==> src/design/iafmt_pkg.sv <==
package iafmt_pkg;

   localparam int BIN_W    = 32;
   localparam int NUM_DIG  = 10;
   localparam int BCD_W    = 4 * NUM_DIG;
   localparam int WORK_W   = BCD_W + BIN_W;
   localparam int STEP_W   = $clog2(BIN_W + 1);
   localparam int PTR_BODY = 11;

   localparam logic [7:0] CH_ZERO  = 8'h30;
   localparam logic [7:0] CH_LOW_X = 8'h78;
   localparam logic [7:0] CH_UP_X  = 8'h58;
   localparam logic [7:0] CH_SEVEN = 8'h37;
   localparam logic [7:0] CH_UP_F  = 8'h46;

   typedef enum logic [1:0] {
      OP_DEC = 2'd0,
      OP_HEX = 2'd1,
      OP_PTR = 2'd2,
      OP_CHR = 2'd3
   } op_type;

   typedef enum logic [2:0] {
      ST_IDLE,
      ST_CONVERT,
      ST_MEASURE,
      ST_PREFIX,
      ST_BODY,
      ST_CHAR
   } state_type;

   typedef struct packed {
      logic              start;
      logic              decimal;
      logic [BIN_W-1:0]  value;
   } cvt_req_type;

   // one shift-and-add-3 step of the binary to BCD conversion
   function automatic logic [WORK_W-1:0] dabble_step(input logic [WORK_W-1:0] w);
      logic [WORK_W-1:0] t;
      t = w;
      for (int i = 0; i < NUM_DIG; i++) begin
         if (t[BIN_W + 4*i +: 4] >= 4'd5) begin
            t[BIN_W + 4*i +: 4] = t[BIN_W + 4*i +: 4] + 4'd3;
         end
      end
      return {t[WORK_W-2:0], 1'b0};
   endfunction

   // significant digit count, at least one
   function automatic logic [3:0] digit_len(input logic [BCD_W-1:0] d);
      logic [3:0] n;
      n = 4'd1;
      for (int i = 1; i < NUM_DIG; i++) begin
         if (d[4*i +: 4] != 4'd0) begin
            n = 4'(i + 1);
         end
      end
      return n;
   endfunction

   function automatic logic [3:0] digit_at(input logic [BCD_W-1:0] d, input logic [3:0] k);
      logic [3:0] r;
      r = 4'd0;
      for (int i = 0; i < NUM_DIG; i++) begin
         if (k == 4'(i)) begin
            r = d[4*i +: 4];
         end
      end
      return r;
   endfunction

   function automatic logic [7:0] hex_char(input logic [3:0] n);
      logic [7:0] c;
      if (n < 4'd10) begin
         c = CH_ZERO + {4'd0, n};
      end else begin
         c = CH_SEVEN + {4'd0, n};
      end
      return c;
   endfunction

endpackage

==> src/design/iafmt_bcd_unit.sv <==
module iafmt_bcd_unit (
   input  logic                            clock,
   input  logic                            reset,
   input  iafmt_pkg::cvt_req_type          cvt_req,
   output logic                            busy,
   output logic [iafmt_pkg::BCD_W-1:0]     digits
);
   import iafmt_pkg::*;

   logic [WORK_W-1:0] work_ff, work_in;
   logic [STEP_W-1:0] cnt_ff, cnt_in;
   logic              busy_ff, busy_in;

   always_comb begin
      work_in = work_ff;
      cnt_in  = cnt_ff;
      busy_in = busy_ff;
      if (cvt_req.start) begin
         if (cvt_req.decimal) begin
            work_in = {{BCD_W{1'b0}}, cvt_req.value};
            cnt_in  = STEP_W'(BIN_W);
            busy_in = 1'b1;
         end else begin
            // hex nibbles go straight to the digit field
            work_in = {8'h00, cvt_req.value, {BIN_W{1'b0}}};
            cnt_in  = '0;
            busy_in = 1'b0;
         end
      end else if (busy_ff) begin
         work_in = dabble_step(work_ff);
         cnt_in  = cnt_ff - 1'b1;
         busy_in = (cnt_ff != STEP_W'(1));
      end
   end

   always_ff @(posedge clock) begin
      if (reset) begin
         busy_ff <= 1'b0;
         cnt_ff  <= '0;
      end else begin
         busy_ff <= busy_in;
         cnt_ff  <= cnt_in;
      end
      work_ff <= work_in;
   end

   assign busy   = busy_ff;
   assign digits = work_ff[WORK_W-1:BIN_W];

endmodule

==> src/design/integer_to_ascii_formatter.sv <==
// Formats one 32-bit value per request as ASCII text, one character per
// response item, with rsp_last_char on the final one. Operation 0 gives
// decimal, 1 gives "0x" and upper-case hex, both zero padded to min_width
// (capped at MAX_WIDTH); 2 gives the 14-character pointer text; 3 gives the
// low byte. req_stall stays high from accept until the last character is in
// the output register. Decimal requests first pass through the
// shift-and-add-3 converter, while other modes load their value into its
// digit field directly.
module integer_to_ascii_formatter #(
   parameter int MAX_WIDTH = 32
) (
   input  logic        clock,
   input  logic        reset,
   input  logic        req_valid,
   output logic        req_stall,
   input  logic [1:0]  req_operation,
   input  logic [31:0] req_value,
   input  logic [5:0]  req_min_width,
   output logic        rsp_valid,
   input  logic        rsp_stall,
   output logic [7:0]  rsp_character,
   output logic        rsp_last_char
);
   import iafmt_pkg::*;

   localparam int IDX_W = $clog2(MAX_WIDTH + 1);

   state_type         state_ff, state_in;
   op_type            op_ff;
   logic [IDX_W-1:0]  width_ff, idx_ff;
   logic [3:0]        len_ff, len_now;
   logic [1:0]        pre_ff;
   logic              rsp_valid_ff;
   logic [7:0]        rsp_char_ff;
   logic              rsp_last_ff;

   logic              accept, out_free, emit, emit_last;
   logic [7:0]        emit_char;
   logic [1:0]        pre_last;
   logic [IDX_W-1:0]  len_ext, body_top;
   logic              cvt_busy;
   logic [BCD_W-1:0]  digits;
   cvt_req_type       cvt_req;

   assign accept   = req_valid && !req_stall;
   assign out_free = !rsp_valid_ff || !rsp_stall;
   assign len_now  = digit_len(digits);
   assign len_ext  = IDX_W'(len_now);
   assign pre_last = (op_ff == OP_PTR) ? 2'd2 : 2'd1;

   always_comb begin
      if (op_ff == OP_PTR) begin
         body_top = IDX_W'(PTR_BODY - 1);
      end else if (width_ff > len_ext) begin
         body_top = width_ff - 1'b1;
      end else begin
         body_top = len_ext - 1'b1;
      end
   end

   assign cvt_req.start   = accept;
   assign cvt_req.decimal = (op_type'(req_operation) == OP_DEC);
   assign cvt_req.value   = req_value;

   iafmt_bcd_unit u_bcd (
      .clock   (clock),
      .reset   (reset),
      .cvt_req (cvt_req),
      .busy    (cvt_busy),
      .digits  (digits)
   );

   // next state
   always_comb begin
      state_in = state_ff;
      case (state_ff)
         ST_IDLE: begin
            if (accept) state_in = ST_CONVERT;
         end
         ST_CONVERT: begin
            if (!cvt_busy) state_in = ST_MEASURE;
         end
         ST_MEASURE: begin
            if (op_ff == OP_CHR) begin
               state_in = ST_CHAR;
            end else if (op_ff == OP_DEC) begin
               state_in = ST_BODY;
            end else begin
               state_in = ST_PREFIX;
            end
         end
         ST_PREFIX: begin
            if (out_free && pre_ff == pre_last) state_in = ST_BODY;
         end
         ST_BODY: begin
            if (out_free && idx_ff == '0) state_in = ST_IDLE;
         end
         ST_CHAR: begin
            if (out_free) state_in = ST_IDLE;
         end
         default: state_in = ST_IDLE;
      endcase
   end

   // character selection
   always_comb begin
      emit      = 1'b0;
      emit_last = 1'b0;
      emit_char = CH_ZERO;
      case (state_ff)
         ST_PREFIX: begin
            emit = out_free;
            case (pre_ff)
               2'd0:    emit_char = CH_ZERO;
               2'd1:    emit_char = (op_ff == OP_HEX) ? CH_LOW_X : CH_UP_X;
               default: emit_char = CH_SEVEN;
            endcase
         end
         ST_BODY: begin
            emit      = out_free;
            emit_last = (idx_ff == '0);
            if (idx_ff < IDX_W'(len_ff)) begin
               emit_char = hex_char(digit_at(digits, idx_ff[3:0]));
            end else if (op_ff == OP_PTR) begin
               emit_char = CH_UP_F;
            end else begin
               emit_char = CH_ZERO;
            end
         end
         ST_CHAR: begin
            emit      = out_free;
            emit_last = 1'b1;
            emit_char = digits[7:0];
         end
         default: begin
            emit = 1'b0;
         end
      endcase
   end

   always_ff @(posedge clock) begin
      if (reset) begin
         state_ff     <= ST_IDLE;
         rsp_valid_ff <= 1'b0;
      end else begin
         state_ff <= state_in;
         if (emit) begin
            rsp_valid_ff <= 1'b1;
         end else if (!rsp_stall) begin
            rsp_valid_ff <= 1'b0;
         end
      end
      if (emit) begin
         rsp_char_ff <= emit_char;
         rsp_last_ff <= emit_last;
      end
      if (accept) begin
         op_ff <= op_type'(req_operation);
         if (req_min_width > 6'(MAX_WIDTH)) begin
            width_ff <= IDX_W'(MAX_WIDTH);
         end else begin
            width_ff <= req_min_width[IDX_W-1:0];
         end
      end
      if (state_ff == ST_MEASURE) begin
         // a zero pointer keeps every 'F'
         len_ff <= (op_ff == OP_PTR && digits == '0) ? 4'd0 : len_now;
         idx_ff <= body_top;
         pre_ff <= 2'd0;
      end else if (emit && state_ff == ST_PREFIX) begin
         pre_ff <= pre_ff + 1'b1;
      end else if (emit && state_ff == ST_BODY) begin
         idx_ff <= idx_ff - 1'b1;
      end
   end

   assign req_stall     = (state_ff != ST_IDLE);
   assign rsp_valid     = rsp_valid_ff;
   assign rsp_character = rsp_char_ff;
   assign rsp_last_char = rsp_last_ff;

endmodule

==> config.mk <==
export PLATFORM = sky130hd
export DESIGN_NAME = integer_to_ascii_formatter
export DESIGN_NICKNAME = d
export VERILOG_FILES = /design/src/design/iafmt_pkg.sv /design/src/design/iafmt_bcd_unit.sv /design/src/design/integer_to_ascii_formatter.sv
export SDC_FILE = /design/constraint.sdc
export NUM_CORES = 1
export LEC_CHECK = 0
export BUFFER_PORTS_ARGS = -buffer_cell sky130_fd_sc_hd__buf_2
export CAP_MARGIN = 25
export CORE_MARGIN = 4
export CORE_UTILIZATION = 55
export DETAILED_ROUTE_END_ITERATION = 16
export PLACE_DENSITY = 0.77
export SLEW_MARGIN = 20
export SYNTH_ARGS = -nofsm -noshare
export SYNTH_HDL_FRONTEND = slang
export SYNTH_HIERARCHICAL = 1
export SYNTH_SLANG_ARGS = --single-unit
==> constraint.sdc <==
create_clock -name clock -period 3.2 [get_ports clock]
set_input_delay 0 -clock clock [delete_from_list [all_inputs] [get_ports clock]]
set_output_delay 0 -clock clock [all_outputs]
set_load 0.01 [all_outputs]
==> results.toml <==
[sta]
min_period_ns = 3.039
skew_ns = 0.008719
tns_ns = 0
rsz0062_at_grt = "yes"
fmax_mhz = 329.1
min_period_over_period = 0.9497
max_slew_margin = 0.4963
tightest_slew_ns = 0.7528
hold_viol_final = 0
drv_slew = 0
finalSetupViolCount = 0

[critical_path]
crit_path_end_kind = "flip-flop"
worstPathRequired_ns = 3.31
r2r_slack_ns = 0.16
worstSetupPathType = "reg2reg"
arrival_ns = 3.15
worst_setup_path_start_kind = "flip-flop"
critPathMaxFanout = 9

[layout]
final_cells = 966
antenna_cells = 0
syn_to_final_growth_pct = 16.48
layout_common_cells = "edfxtp_1, nand2_1, buf_2, inv_1, buf_4"
nFillCells = 965
final_common_cell = "edfxtp_1"
finish.instance_area_um2 = 8339
layout.nets = 874
final_util = 0.6581
drive_gt1_frac = 0.1751

[power]
clkPwrFrac = 0.138
p_comb_frac = 0.501
p_per_area_nw_per_um2 = 981.5
leakagePower_nw = 3.281
ir_drop_mv = 0.6047
seq_power_share = 0.361
totalPowerFinal_w = 0.008185
p_switching_w = 0.003251
swShare = 0.3972
cell_internal_pwr_w = 0.004934

[cts]
clock_latency_ns = 0.36
clk_pin_slew_ns = 0.07
clockBufferDepth = 2
cts-htree-levels = 3
numCtsBuffers = 9
clock-sinks = 112
cts_tree = "yes"
cts_root_buf = "clkbuf_16"

[synthesis]
synth_area_leader_cell = "edfxtp_1"
synth-edff-count = 99
synth.top_cell.area_share = 0.4152
synth_seq_cells = 112
async_reset_ff_frac = 0
avgSynthCellArea_um2 = 10.14
ys_warn_count = 6
netlist_area_um2 = 7159
yosys-top-cells-area = "edfxtp_1, ha_1, a22o_1"
ys.flop_type = "edfxtp_1"
synth_fp_nets = 791
netlist_instances = 706
ys_types = 65
seq_area_frac_synth = 0.4516

[die]
die-area_um2 = 14910
fp.dieW_um = 122.1
num_io_pins = 55
num_rows = 41
core_area_um2 = 12670
die_y_um = 122.1
initial_core_util = 0.5650

[grt]
grt_usage = 0.2313
grt_antenna_before_repair = 0
grt_overflow = 0
grt_pass1_vias = 5655
grt_pass1_wl_mm = 27.20
grt_max_degree = 73

[placement]
placed_cell_area_um2 = 7575
io_buffer_count = 54
gp_congestion = 0.9476
place_inst = 906
dpl.hpwl_mm = 12.09

[routing]
drc = 0
wl_mm = 16.86
detail_route.wl_per_cell_um = 17.45
drt_iter0_drc = 418
via_per_inst = 5.870
antenna_left = 0
vias = 5670
first_pass_iters = 5

[flow_run]
max_cap_violations = 0

[hold_path]
hp-class = "in2reg"

[run_status]
status = "finished clean"
final timing paths:
path / startpoint / end / cells after the start
worst max-delay path: u_bcd/work_ff[40]$_DFFE_PP_ / idx_ff[3]$_DFFE_PP_ / 14
worst min-delay path: req_valid / op_ff[1]$_DFFE_PP_ / 3
worst max register to register: u_bcd/work_ff[40]$_DFFE_PP_ / idx_ff[3]$_DFFE_PP_ / 14
worst min register to register: u_bcd/cnt_ff[1]$_SDFFE_PP0P_ / u_bcd/cnt_ff[1]$_SDFFE_PP0P_ / 2
worst max-delay path, stage by stage (launching register included):
cell      delay [ns]
edfxtp_1        0.38
or4_1           0.56
o21ai_0         0.19
a21oi_1         0.09
o21ai_1         0.17
a21bo_2         0.17
inv_1           0.04
ha_1            0.16
nor2b_1         0.11
o21ai_1         0.07
nand2b_1        0.10
a21oi_2         0.07
o21ai_4         0.24
a21oi_1         0.10
o32a_1          0.33
through the flow:
step / hold WS (ns) / setup slack (ns)
finish: 0.08946 / 0.1610
global route: 0.1093 / -0.04809
floorplan: 0.06465 / 0.03336
CTS: 0.08303 / 0.01517
global placement: 0.1979 / 0.06442
detailed placement: 0.1989 / -0.09819
flip-flops by register name, summed over array words and instances, names as in the netlist:
register	count
len_ff	4
u_bcd/cnt_ff	6
rsp_last_char	1
op_ff	2
pre_ff	2
idx_ff	6
u_bcd/busy	1
rsp_valid	1
rsp_character	8
width_ff	6
u_bcd/work_ff	72
state_ff	3
power by group through the flow:
stage | clock (W) | sequential, W | combinational [W]
floorplan | 0 | 0.00291 | 0.00303
global placement | 0 | 0.00293 | 0.00371
detailed placement | 0 | 0.00298 | 0.00391
CTS | 0.00114 | 0.00295 | 0.00400
global route | 0.00118 | 0.00304 | 0.00448
finish | 0.00113 | 0.00296 | 0.00410
metal layers:
layer	wire [µm]	vias up	GRT usage	part of all wire
met3	861	32	0.03621	0.051
met1	7141	2721	0.2896	0.42
met2	8478	208	0.3995	0.50
met5	0	-	0	0
li1	-	2709	-	-
met4	379	0	0.09517	0.022
synthesized netlist by cell type (4+ instances only):
cell	count
edfxtp_1	99
nand2_1	57
inv_1	47
buf_4	45
a21oi_1	43
ha_1	41
a22o_1	40
o21ai_0	38
nor2_1	34
clkbuf_1	17
nand2b_1	17
nor2b_1	17
xnor2_1	17
xor2_1	17
dfxtp_1	13
mux2i_1	11
nor3_1	11
nor3b_1	10
o31ai_1	9
nor4_1	8
a211oi_1	7
a31oi_1	6
and2_1	6
buf_2	6
nand3b_1	6
o22ai_1	6
a21o_1	5
and3_1	5
nand3_1	5
or3_1	5
o211ai_1	4
o21ai_1	4
final cells by class:
cell class / count / area (µm²) / area share
clock inverter: 3 / 45.04 / 0.005401
timing repair buffer: 143 / 1069 / 0.1281
multi-input combinational: 473 / 3349 / 0.4017
inverter: 50 / 187.7 / 0.02251
sequential: 112 / 3233 / 0.3877
tap: 172 / 215.2 / 0.02581
clock buffer: 13 / 240.2 / 0.02881
timing repair:
action,4_1_cts,5_1_grt
setup buffers,0,2
pin swaps,0,3
resized for setup,1,11
endpoints found under the hold margin,81,0
hold buffers,42,0
cloned,0,0
endpoints found under the setup margin,3,8
cell families after synthesis:
kind of cell             share of synthesized area
buffers and inverters                      0.08808
adder cells (fa/ha/maj)                    0.07165
XOR/XNOR                                   0.04159
flip-flops                                  0.4516
AO/OA/AOI/OAI                               0.1914
AND/OR/NAND/NOR                             0.1403
multiplexers                               0.01538
Note: power is estimated with default switching activity, not from simulation.
